$ cat src/sv/sst_pkg.sv
package sst_pkg;

  // Default table capacity and fixed field widths
  localparam int CAPACITY_DEF = 256;
  localparam int KEY_W        = 17;
  localparam int OUT_CNT_W    = 9;

  // Request operation codes
  localparam logic [1:0] OP_MEMBER = 2'd0;
  localparam logic [1:0] OP_INSERT = 2'd1;
  localparam logic [1:0] OP_DELETE = 2'd2;

  // Request item
  typedef struct packed {
    logic [1:0]       req_type;
    logic [KEY_W-1:0] key;
  } in_item_t;

  // Result item
  typedef struct packed {
    logic                 success;
    logic                 table_full;
    logic [OUT_CNT_W-1:0] entry_count;
  } out_item_t;

  // Controller states
  typedef enum logic [2:0] {
    S_IDLE,
    S_PROBE,
    S_CMP,
    S_DECIDE,
    S_MV_CHK,
    S_MV_WR,
    S_PUT,
    S_DROP
  } state_t;

  // Commands from controller to datapath
  typedef struct packed {
    logic load;      // capture request, open search window
    logic probe;     // read entry at search midpoint
    logic cmp;       // narrow search window from read data
    logic init_ins;  // move pointer to end of list
    logic init_del;  // move pointer to found slot
    logic mv_rd;     // read source entry of a move
    logic mv_wr;     // write moved entry, step pointer
    logic put;       // write key at its slot, count up
    logic drop;      // count down
    logic finish;    // emit result
    logic res_ok;
    logic res_full;
  } ctrl_cmd_t;

  // Status from datapath to controller
  typedef struct packed {
    logic       srch_done;
    logic       found;
    logic       room;
    logic       mv_done;
    logic [1:0] op;
  } dp_stat_t;

endpackage

$ cat src/sv/sst_ctrl.sv
module sst_ctrl
  import sst_pkg::*;
(
  input  logic      clk,
  input  logic      rst_n,
  input  logic      start,
  input  dp_stat_t  stat,
  output logic      busy,
  output ctrl_cmd_t cmd
);

  state_t state_r, state_nxt;

  // State register
  always_ff @(posedge clk) begin
    if (!rst_n) begin
      state_r <= S_IDLE;
    end else begin
      state_r <= state_nxt;
    end
  end

  // Next state and commands
  always_comb begin
    state_nxt = state_r;
    cmd       = '0;
    unique case (state_r)
      S_IDLE: begin
        if (start) begin
          cmd.load  = 1'b1;
          state_nxt = S_PROBE;
        end
      end
      S_PROBE: begin
        if (stat.srch_done) begin
          state_nxt = S_DECIDE;
        end else begin
          cmd.probe = 1'b1;
          state_nxt = S_CMP;
        end
      end
      S_CMP: begin
        cmd.cmp   = 1'b1;
        state_nxt = S_PROBE;
      end
      S_DECIDE: begin
        case (stat.op)
          OP_MEMBER: begin
            cmd.finish = 1'b1;
            cmd.res_ok = stat.found;
            state_nxt  = S_IDLE;
          end
          OP_INSERT: begin
            if (stat.found || !stat.room) begin
              cmd.finish   = 1'b1;
              cmd.res_full = !stat.found;
              state_nxt    = S_IDLE;
            end else begin
              cmd.init_ins = 1'b1;
              state_nxt    = S_MV_CHK;
            end
          end
          OP_DELETE: begin
            if (stat.found) begin
              cmd.init_del = 1'b1;
              state_nxt    = S_MV_CHK;
            end else begin
              cmd.finish = 1'b1;
              state_nxt  = S_IDLE;
            end
          end
          default: begin
            cmd.finish = 1'b1;
            state_nxt  = S_IDLE;
          end
        endcase
      end
      S_MV_CHK: begin
        if (stat.mv_done) begin
          state_nxt = (stat.op == OP_INSERT) ? S_PUT : S_DROP;
        end else begin
          cmd.mv_rd = 1'b1;
          state_nxt = S_MV_WR;
        end
      end
      S_MV_WR: begin
        cmd.mv_wr = 1'b1;
        state_nxt = S_MV_CHK;
      end
      S_PUT: begin
        cmd.put    = 1'b1;
        cmd.finish = 1'b1;
        cmd.res_ok = 1'b1;
        state_nxt  = S_IDLE;
      end
      S_DROP: begin
        cmd.drop   = 1'b1;
        cmd.finish = 1'b1;
        cmd.res_ok = 1'b1;
        state_nxt  = S_IDLE;
      end
      default: begin
        state_nxt = S_IDLE;
      end
    endcase
  end

  assign busy = (state_r != S_IDLE);

`ifndef ASSERT_OFF
  a_take: assert property (@(posedge clk) disable iff (!rst_n)
    (start && !busy) |=> busy)
    else $error("request taken but controller not busy");

  a_fin_idle: assert property (@(posedge clk) disable iff (!rst_n)
    cmd.finish |=> !busy)
    else $error("controller still busy after result");

  a_one_op: assert property (@(posedge clk) disable iff (!rst_n)
    $onehot0({cmd.load, cmd.probe, cmd.cmp, cmd.mv_rd, cmd.mv_wr, cmd.put, cmd.drop}))
    else $error("conflicting datapath commands");
`endif

endmodule

$ cat config.mk
export PLATFORM = sky130hd
export DESIGN_NAME = sst_ctrl
export DESIGN_NICKNAME = d
export VERILOG_FILES = /design/src/sv/sst_pkg.sv /design/src/sv/sst_ctrl.sv
export SDC_FILE = /design/constraint.sdc
export NUM_CORES = 1
export LEC_CHECK = 0
export ABC_AREA = 0
export BUFFER_PORTS_ARGS = -buffer_cell sky130_fd_sc_hd__buf_2
export CAP_MARGIN = 10
export CORE_AREA = 8 8 45 47
export DETAILED_ROUTE_END_ITERATION = 10
export DIE_AREA = 0 0 53 55
export HOLD_SLACK_MARGIN = 0.1
export PLACE_DENSITY = 0.62
export SETUP_SLACK_MARGIN = 0.1
export SLEW_MARGIN = 20
export SYNTH_ARGS = -nofsm -noshare
export SYNTH_HDL_FRONTEND = slang
export SYNTH_SLANG_ARGS = --single-unit
export TNS_END_PERCENT = 5
$ cat constraint.sdc
create_clock -name clk -period 1.95 [get_ports clk]
set_input_delay 0.585 -clock clk [delete_from_list [all_inputs] [get_ports clk]]
set_output_delay 0.585 -clock clk [all_outputs]
set_load 0.05 [all_outputs]
==> results.txt, run 1 <==
----------------------------------------------------
[Finish]
  Top library cells by usage in the layout, fill and taps aside ... sky130_fd_sc_hd__buf_4 (10), sky130_fd_sc_hd__buf_6 (8), sky130_fd_sc_hd__buf_2 (7), sky130_fd_sc_hd__clkbuf_4 (6), sky130_fd_sc_hd__nand2_1 (4)
  Nets ... 93
  Fin cells ... 96
  Registers with the highest flip-flop counts ... state_r (3)
  Synth-to-layout area growth ... 125%
  Most frequent standard cell in the layout excluding fill and tap cells ... sky130_fd_sc_hd__buf_4
  Diodes inserted ... 0
  Number of flip-flops under the largest register name ... 3
  Finished Cell Area ... 842 sq um
  Fraction of final layout cells with drive strength greater than 1 ... 75.0%
  Largest register by flop count ... state_r

[Setup path]
  Worst-path maximum fanout ... 2
  Worst Path Class, Setup ... in -> out
  Required time of the critical path ... 1360 ps
  Kind of launch point of the worst setup path ... input pin
  Critical path data arrival time ... 1420 ps
  Capturing element type of the critical path ... primary output

[Synth]
  Avg Synthesized Cell Area ... 7.79 sq um
  Number of enable flip-flop cells after synthesis ... 0
  Share of the yosys chip area belonging to registers ... 16.1%
  Netlist area before placement ... 374 sq um
  Post-synthesis cell count ... 48
  Register bit count reported by yosys ... 3
  Flip-flop cell with the highest count after synthesis ... sky130_fd_sc_hd__dfxtp_1
  Async S/R FF share, synth ... 0%
  Distinct cell type count of the synthesized netlist ... 27
  Yosys warning count ... 0
  Mapped Nets ... 60

[Die]
  Die Width ... 53 um
  Die footprint ... 2920 sq um
  Number of placement rows ... 14
  Effective utilization at floorplan ... 27.0%
  Floorplan Core Area ... 1380 sq um
  I/O pin total ... 22
  Vertical die dimension ... 55 um

[Detailed routing]
  Ratio of routed vias to standard cells ... 4.81
  Routed wl met3 ... 85 um
  Routed Antenna Nets ... 0
  Met2 wire length ... 714 um
  Vias after detailed routing ... 462
  Detailed Route WL ... 1.30 mm
  Total DRC errors in the routed layout ... 0
  Violation count after the first detailed-route iteration ... 6
  Top routing layer used ... met3
  TritonRoute pass-1 iters ... 4
  Met1 routed wirelength after detailed routing ... 497 um
  Routed wirelength normalized by instance count ... 13.5 um

[Worst hold path]
  Min-delay worst type ... in -> reg

[STA]
  Final count of negative-setup-slack endpoints ... 1
  RSZ-0062 raised after global routing ... true
  Hold Worst Slack ... 588 ps
  Worst Skew ... 0.162 ps
  Crit share post-route ... 103%
  Number of hold violations in the final report ... 0
  Highest achievable clock rate ... 498 MHz
  Minimum period implied by the final worst setup slack ... 2010 ps
  Final WS setup ... -58.0 ps
  Transition time at the pin with the least slew margin ... 252 ps
  Number of slew-limit violations in the final report ... 0
  Relative max-transition margin ... 83.3%

[Outcome]
  Run status ... finished, violations left
  Violations in the final reports ... setup timing

[Global routing]
  Largest net degree at the start of global routing ... 11
  Total global routing overflow ... 0
  Number of global-route vias before repair ... 524
  Global-route wire length before repair ... 2.05 mm
  GRT Resource Usage Total ... 9.33%
  Antenna violations before repair ... 0

[Placement]
  Last weighted congestion value of the routability-driven placer ... 0.776
  Total half-perimeter wirelength after legalization and detailed placement ... 996 um
  Post-placement cell count ... 92
  Area of placed instances ... 614 sq um
  # port buffers ... 21

[Clocking]
  Root Driver ... sky130_fd_sc_hd__clkbuf_4
  Number of CTS-inserted buffers ... 3
  CTS tree ... yes
  Post-CTS setup buffer count ... 0
  Number of buffers inserted for hold repair after clock tree synthesis ... 0
  H-tree depth reported by CTS ... 1
  Clock buffer depth ... 2
  Latest clock arrival within the worst-skew pair ... 230 ps
  Sink Count ... 3
  Clock-pin slew on the worst setup and hold paths ... 40 ps

[Pwr]
  Maximum ir drop on the vdd rail ... 0.000262 V
  Leakage power of the design ... 0.365 nW
  Pwr per Cell Area ... 401 nW/um^2

[Flow run]
  Max-cap viol count ... 0

----------------------------------------------------
-- layout make-up --
cell class	instances	area, sq um
sequential	3	67.6
tap	16	20.0
fill	128	542
timing repair buffer	31	268
clock buffer	4	26.3
multi-input combinational	36	428
inverter	6	32.5
-- stage by stage --
| stage | total power [W] | utilization (%) | setup TNS [ps] | setup slack [ps] |
|---|---|---|---|---|
| global placement | 0.000187 | 44.4 | -654 | -211 |
| global route | 0.000362 | 60.8 | -199 | -115 |
| CTS | 0.000328 | 55.7 | -75.3 | -75.3 |
| detailed placement | 0.000188 | 44.4 | -852 | -272 |
| floorplan | 0.000145 | - | -1380 | -284 |
| finish | 0.000338 | 60.8 | -58.0 | -58.0 |
-- logic make-up (layout without fill, tap and decap cells) --
logic type               count (synthesis)  in the layout  share of synthesized area, %
buffers and inverters                    9             41                          10.0
AO/OA/AOI/OAI                            7              7                          17.4
adder cells (fa/ha/maj)                  3              3                          10.0
AND/OR/NAND/NOR                         25             25                          43.5
flip-flops                               3              3                          16.1
multiplexers                             1              1                          3.01
-- path summary, 6_finish.rpt --
check | to | from | cells after the start | slack (ps)
setup / recovery | cmd[2] | stat[0] | 7 | -60
hold / removal | state_r[2] | rst_n | 2 | 590
setup reg to reg | state_r[0] | state_r[2] | 3 | 840
hold reg to reg | state_r[0] | state_r[2] | 3 | 600
-- Yosys cell counts, types with 2 or more instances --
cell                      count  area, sq um
sky130_fd_sc_hd__inv_1        6         22.5
sky130_fd_sc_hd__nand2_1      6         22.5
sky130_fd_sc_hd__buf_2        3         15.0
sky130_fd_sc_hd__dfxtp_1      3         60.1
sky130_fd_sc_hd__ha_1         3         37.5
sky130_fd_sc_hd__nor2_1       2         7.51
sky130_fd_sc_hd__nor2b_1      2         12.5
sky130_fd_sc_hd__nor3b_1      2         15.0
sky130_fd_sc_hd__nor4_1       2         12.5
sky130_fd_sc_hd__o21ai_0      2         10.0
-- what timing repair did --
action | CTS | global route
pin swaps | 4 | 5
endpoints found under the hold margin | 0 | 0
endpoints found under the setup margin | 11 | 11
resized for setup | 40 | 16
-- where the power goes --
part / total [W] / switching [W] / internal (W) / leakage, nW
clock: 0.000107 / 0.0000305 / 0.0000766 / 0.0150
sequential: 0.0000707 / 0.00000628 / 0.0000644 / 0.0260
combinational: 0.000160 / 0.0000878 / 0.0000721 / 0.324
total: 0.000338 / 0.000125 / 0.000213 / 0.365
-- per-layer routing --
layer	vias up	global-route usage, %
li1	234	-
met5	-	0
met3	0	1.87
met2	14	18.4
met4	0	5.17
met1	214	8.77
-- critical path, stage by stage --
cell	delay (ps)
sky130_fd_sc_hd__buf_8	90
sky130_fd_sc_hd__inv_4	40
sky130_fd_sc_hd__ha_4	260
sky130_fd_sc_hd__inv_4	30
sky130_fd_sc_hd__a221oi_4	180
sky130_fd_sc_hd__o21ai_2	80
sky130_fd_sc_hd__buf_6	160
No activity file was read; power rests on OpenSTA's default activity.
==> inputs of run 2 (changes only) <==
==> constraint.sdc (replaced) <==
create_clock -name clk -period 1.95 [get_ports clk]
set_input_delay 0.195 -clock clk [delete_from_list [all_inputs] [get_ports clk]]
set_output_delay 0.195 -clock clk [all_outputs]
set_load 0.05 [all_outputs]
==> run 2 against run 1 <==
Effect of this change: non-clock buffer count is 9 lower; the flow now finishes without violations; global-route usage decreased by 2.2 points; sequential power rose by 5.9%; worst setup slack improved by 260 ps; largest power group is now clock; combinational power down 45%; core utilization decreased by 23 points.
==> results.txt, run 2 (same netlist as run 1, synthesis figures left out) <==
----------------------------------------------------
[STA]
  Transition time at the pin with the least slew margin ... 364 ps
  RSZ-0062 raised after global routing ... false
  Crit share post-route ... 89.8%
  Minimum period implied by the final worst setup slack ... 1750 ps
  Relative max-transition margin ... 75.7%
  Number of slew-limit violations in the final report ... 0
  Final count of negative-setup-slack endpoints ... 0
  Worst Skew ... 5.23 ps
  Number of hold violations in the final report ... 0
  Highest achievable clock rate ... 571 MHz
  Hold Worst Slack ... 200 ps

[Flow run]
  Max-cap viol count ... 0

[Detailed routing]
  Vias after detailed routing ... 401
  Total DRC errors in the routed layout ... 0
  TritonRoute pass-1 iters ... 4
  Ratio of routed vias to standard cells ... 4.61
  Detailed Route WL ... 1.01 mm
  Routed wirelength normalized by instance count ... 11.6 um
  Routed Antenna Nets ... 0
  Violation count after the first detailed-route iteration ... 5

[Die]
  Floorplan Core Area ... 1380 sq um
  Effective utilization at floorplan ... 27.0%
  Die footprint ... 2920 sq um
  Die Width ... 53 um
  Number of placement rows ... 14
  I/O pin total ... 22
  Vertical die dimension ... 55 um

[Setup path]
  Worst-path maximum fanout ... 11
  Bufs and invs on worst path ... 1
  CP Cell Sequence ... nand2_1 -> nor4_1 -> buf_2
  Cell family with the largest share of critical-path delay ... flip-flops
  Worst Path Class, Setup ... reg -> out
  Logic depth of the worst setup path including buffers ... 3
  Kind of launch point of the worst setup path ... register
  Required time of the critical path ... 1750 ps
  Register-to-Register Path Depth ... 4
  Critical path data arrival time ... 1560 ps
  Critical Path Slowest Stage Cell ... sky130_fd_sc_hd__dfxtp_1
  Capturing element type of the critical path ... primary output
  Critical path's largest stage delay ... 530 ps

[Clocking]
  H-tree depth reported by CTS ... 1
  Root Driver ... sky130_fd_sc_hd__clkbuf_4
  Post-CTS setup buffer count ... 0
  Clock-pin slew on the worst setup and hold paths ... 40 ps
  # resized after CTS ... 0
  CTS tree ... yes
  Clock buffer depth ... 2
  Number of buffers inserted for hold repair after clock tree synthesis ... 0
  Number of CTS-inserted buffers ... 3
  Latest clock arrival within the worst-skew pair ... 230 ps
  Sink Count ... 3

[Global routing]
  Number of global-route vias before repair ... 413
  Total global routing overflow ... 0
  Antenna violations before repair ... 0
  Largest net degree at the start of global routing ... 14
  Global-route wire length before repair ... 1.66 mm
  GRT Resource Usage Total ... 7.15%

[Worst hold path]
  Min-delay worst type ... in -> reg
  Hold path depth ... 2

[Pwr]
  Leakage power of the design ... 0.284 nW
  Maximum ir drop on the vdd rail ... 0.000206 V
  Pwr per Cell Area ... 511 nW/um^2
  Overall power after layout ... 0.000268 W

[Placement]
  Last weighted congestion value of the routability-driven placer ... 0.704
  Total half-perimeter wirelength after legalization and detailed placement ... 821 um
  # port buffers ... 21

[Finish]
  Top library cells by usage in the layout, fill and taps aside ... sky130_fd_sc_hd__buf_2 (21), sky130_fd_sc_hd__inv_1 (6), sky130_fd_sc_hd__nand2_1 (6)
  Fraction of final layout cells with drive strength greater than 1 ... 42.3%
  Nets ... 84
  Synth-to-layout area growth ... 40.1%
  Number of flip-flops under the largest register name ... 3
  Largest register by flop count ... state_r
  Most frequent standard cell in the layout excluding fill and tap cells ... sky130_fd_sc_hd__buf_2
  Diodes inserted ... 0
  Registers with the highest flip-flop counts ... state_r (3)

[Outcome]
  Run status ... completed

----------------------------------------------------
## run 2: cell count changes in the layout (fill, tap and decap cells not counted), moves of 3 or more
cell                       before  now
sky130_fd_sc_hd__buf_2          7   21
sky130_fd_sc_hd__ha_1           0    3
sky130_fd_sc_hd__buf_6          8    0
sky130_fd_sc_hd__buf_4         10    1
sky130_fd_sc_hd__inv_1          3    6
sky130_fd_sc_hd__clkbuf_4       6    3
sky130_fd_sc_hd__buf_8          3    0
## run 2: layout make-up
cell class | instances | area [sq um]
timing repair buffer | 22 | 113
multi-input combinational | 36 | 283
tap | 16 | 20.0
clock buffer | 4 | 26.3
fill | 152 | 860
sequential | 3 | 60.1
inverter | 6 | 22.5
## run 2: worst paths after layout
kind                    from    endpoint  slack (ps)
setup / recovery  state_r[1]      cmd[0]         200
hold reg to reg   state_r[2]  state_r[1]         620
setup reg to reg  state_r[2]  state_r[0]         770
hold / removal         rst_n  state_r[2]         200
## run 2: power breakdown
| part | internal [W] | total [W] | switching, W | leakage [nW] |
|---|---|---|---|---|
| clock network | 0.0000764 | 0.000105 | 0.0000281 | 0.0150 |
| registers | 0.0000654 | 0.0000749 | 0.00000953 | 0.0246 |
| logic | 0.0000302 | 0.0000886 | 0.0000584 | 0.244 |
| total | 0.000172 | 0.000268 | 0.0000960 | 0.284 |
## run 2: layer usage
metal  track usage [%]  up-vias  part of all wire, %  routed length (um)
met5                 0        -                    0                   0
met2              13.3       10                   49                 496
met4              2.59        0                    0                   0
li1                  -      210                    -                   -
met1              7.42      181                   41                 414
met3              2.14        0                   10                 101
## run 2: worst reg2reg max path: stages, from the launching register on
cell                      delay [ps]
sky130_fd_sc_hd__dfxtp_1         320
sky130_fd_sc_hd__buf_4           190
sky130_fd_sc_hd__or3_1           340
sky130_fd_sc_hd__o21ai_0         160
sky130_fd_sc_hd__a21oi_1          50
## run 2: metrics by stage
stage | setup slack, ps | cell area (sq um) | setup TNS (ps) | util [%] | instances
after detailed placement | 449 | 498 | 0 | 36.0 | 83
after global routing | 126 | 524 | 0 | 37.9 | 87
after CTS | 204 | 524 | 0 | 37.9 | 87
after floorplan | -387 | 380 | -808 | - | 48
after global placement | 476 | 498 | 0 | 36.0 | 83
final | 198 | 524 | 0 | 37.9 | 87
==> inputs of run 3 (changes only) <==
--- a/config.mk
+++ b/config.mk
@@ -8,11 +8,13 @@
 export ABC_AREA = 0
 export BUFFER_PORTS_ARGS = -buffer_cell sky130_fd_sc_hd__buf_2
 export CAP_MARGIN = 10
-export CORE_AREA = 8 8 45 47
+export CELL_PAD_IN_SITES_DETAIL_PLACEMENT = 1
+export CELL_PAD_IN_SITES_GLOBAL_PLACEMENT = 1
+export CORE_MARGIN = 8
+export CORE_UTILIZATION = 27
 export DETAILED_ROUTE_END_ITERATION = 10
-export DIE_AREA = 0 0 53 55
 export HOLD_SLACK_MARGIN = 0.1
-export PLACE_DENSITY = 0.62
+export PLACE_DENSITY = 0.8
 export SETUP_SLACK_MARGIN = 0.1
 export SLEW_MARGIN = 20
 export SYNTH_ARGS = -nofsm -noshare
==> run 3 against run 2 <==
Effect of this change: first-iteration DRC count is 40% lower; core utilization increased by 2.5 points; worst setup slack better by 130 ps; maximum frequency is 8.3% higher; wire length grew 8.4%; combinational power about the same; total power increased by 4.1%; count of clock-buffer cells in the layout unchanged; cell count is 1.1% lower; hold slack got worse by 14 ps; highest routed layer is now met4.
==> results.txt, run 3 (same netlist as run 1, synthesis figures left out) <==
----------------------------------------------------
[Worst hold path]
  Hold path depth ... 2
  Min-delay worst type ... in -> reg

[STA]
  Number of hold violations in the final report ... 0
  Relative max-transition margin ... 82.4%
  Number of slew-limit violations in the final report ... 0
  Highest achievable clock rate ... 619 MHz
  Minimum period implied by the final worst setup slack ... 1620 ps
  Crit share post-route ... 82.9%
  Transition time at the pin with the least slew margin ... 266 ps
  Worst Skew ... 1.77 ps
  RSZ-0062 raised after global routing ... false
  Final count of negative-setup-slack endpoints ... 0
  TNS Setup ... 0 ps

[Clocking]
  Clock-pin slew on the worst setup and hold paths ... 40 ps
  Clock buffer depth ... 2
  Number of buffers inserted for hold repair after clock tree synthesis ... 0
  Root Driver ... sky130_fd_sc_hd__clkbuf_4
  Latest clock arrival within the worst-skew pair ... 240 ps
  # resized after CTS ... 0
  Sink Count ... 3
  CTS tree ... yes
  Number of CTS-inserted buffers ... 3
  Post-CTS setup buffer count ... 0
  H-tree depth reported by CTS ... 1

[Finish]
  Diodes inserted ... 0
  Most frequent standard cell in the layout excluding fill and tap cells ... sky130_fd_sc_hd__buf_2
  Registers with the highest flip-flop counts ... state_r (3)
  Top library cells by usage in the layout, fill and taps aside ... sky130_fd_sc_hd__buf_2 (21), sky130_fd_sc_hd__inv_1 (6), sky130_fd_sc_hd__nand2_1 (6), sky130_fd_sc_hd__ha_1 (3), sky130_fd_sc_hd__clkbuf_4 (3)
  Largest register by flop count ... state_r
  Filler Cell Count ... 182
  Synth-to-layout area growth ... 40.5%
  Nets ... 84
  Number of flip-flops under the largest register name ... 3
  Fin cells ... 86
  Finished Cell Area ... 526 sq um
  Fraction of final layout cells with drive strength greater than 1 ... 45.1%

[Placement]
  # port buffers ... 21
  Last weighted congestion value of the routability-driven placer ... 0.775
  Area of placed instances ... 497 sq um
  Post-placement cell count ... 82
  Total half-perimeter wirelength after legalization and detailed placement ... 853 um

[Detailed routing]
  Routed Antenna Nets ... 0
  Routed wirelength normalized by instance count ... 12.7 um
  TritonRoute pass-1 iters ... 2
  Total DRC errors in the routed layout ... 0
  Ratio of routed vias to standard cells ... 4.77
  Vias after detailed routing ... 410
  Violation count after the first detailed-route iteration ... 3
  Detailed Route WL ... 1.10 mm

[Die]
  Die footprint ... 2830 sq um
  I/O pin total ... 22
  Die Width ... 53.2 um
  Effective utilization at floorplan ... 28.8%
  Number of placement rows ... 13
  Vertical die dimension ... 53.2 um
  Floorplan Core Area ... 1300 sq um

[Setup path]
  Worst-path maximum fanout ... 11
  Critical Path Slowest Stage Cell ... sky130_fd_sc_hd__dfxtp_2
  Critical path's largest stage delay ... 430 ps
  Required time of the critical path ... 1750 ps
  CP Cell Sequence ... nand2_1 -> nor4_1 -> buf_2
  Register-to-Register Path Depth ... 3
  Worst Path Class, Setup ... reg -> out
  Kind of launch point of the worst setup path ... register
  Critical path data arrival time ... 1420 ps
  Capturing element type of the critical path ... primary output

[Global routing]
  Met3 usage ... 3.92%
  Largest net degree at the start of global routing ... 12
  Global Route met1 Usage ... 8.19%
  Number of global-route vias before repair ... 386
  Total global routing overflow ... 0
  Antenna violations before repair ... 0
  GRT Resource Usage Total ... 7.60%
  Busiest grt layer ... met2
  Global-route wire length before repair ... 1.64 mm
  GRT met2 Usage ... 12.5%

[Outcome]
  Run status ... completed

[Pwr]
  Leakage power of the design ... 0.285 nW
  Pwr per Cell Area ... 531 nW/um^2
  Maximum ir drop on the vdd rail ... 0.000254 V

[Flow run]
  Max-cap viol count ... 0

----------------------------------------------------
[run 3: cell counts in the layout (fill, tap and decap cells not counted)]
No cell type changed its count.
[run 3: cell type report]
type	count	area [sq um]	share of cell area, %
clock buffer	4	26.3	5.00
inverter	6	22.5	4.29
multi-input combinational	36	283	53.8
sequential	3	62.6	11.9
tap	15	18.8	3.57
timing repair buffer	22	113	21.4
[run 3: per-layer routing]
metal  routed length [um]  share of wire, %
met5                    0                 0
met3                  115                10
met1                  464                42
met4                   15               1.4
met2                  501                46
[run 3: final timing paths]
kind / from / to / slack [ps]
worst min-delay path: rst_n / state_r[2] / 190
worst max-delay path: state_r[1] / cmd[8] / 330
worst min register to register: state_r[1] / state_r[1] / 540
worst max register to register: state_r[0] / state_r[0] / 850
[run 3: power breakdown]
group | internal, W | total, W | switching (W)
logic | 0.0000303 | 0.0000888 | 0.0000585
registers | 0.0000662 | 0.0000762 | 0.00000999
clock network | 0.0000770 | 0.000114 | 0.0000371
total | 0.000174 | 0.000279 | 0.000106
[run 3: through the flow]
| stage | utilization [%] | hold WS [ps] | worst slack, ps | total power [W] |
|---|---|---|---|---|
| floorplan | - | 313 | -387 | 0.000140 |
| global placement | 38.2 | 427 | 453 | 0.000164 |
| detailed placement | 38.2 | 427 | 431 | 0.000166 |
| CTS | 40.2 | 177 | 178 | 0.000283 |
| global route | 40.4 | 173 | 239 | 0.000300 |
| finish | 40.4 | 186 | 333 | 0.000279 |
[run 3: worst max-delay path: cells and delay by family (launching register included)]
family        cells  cell delay [ps]
simple gates      2              440
flops             1              430
buf+inv           1              310
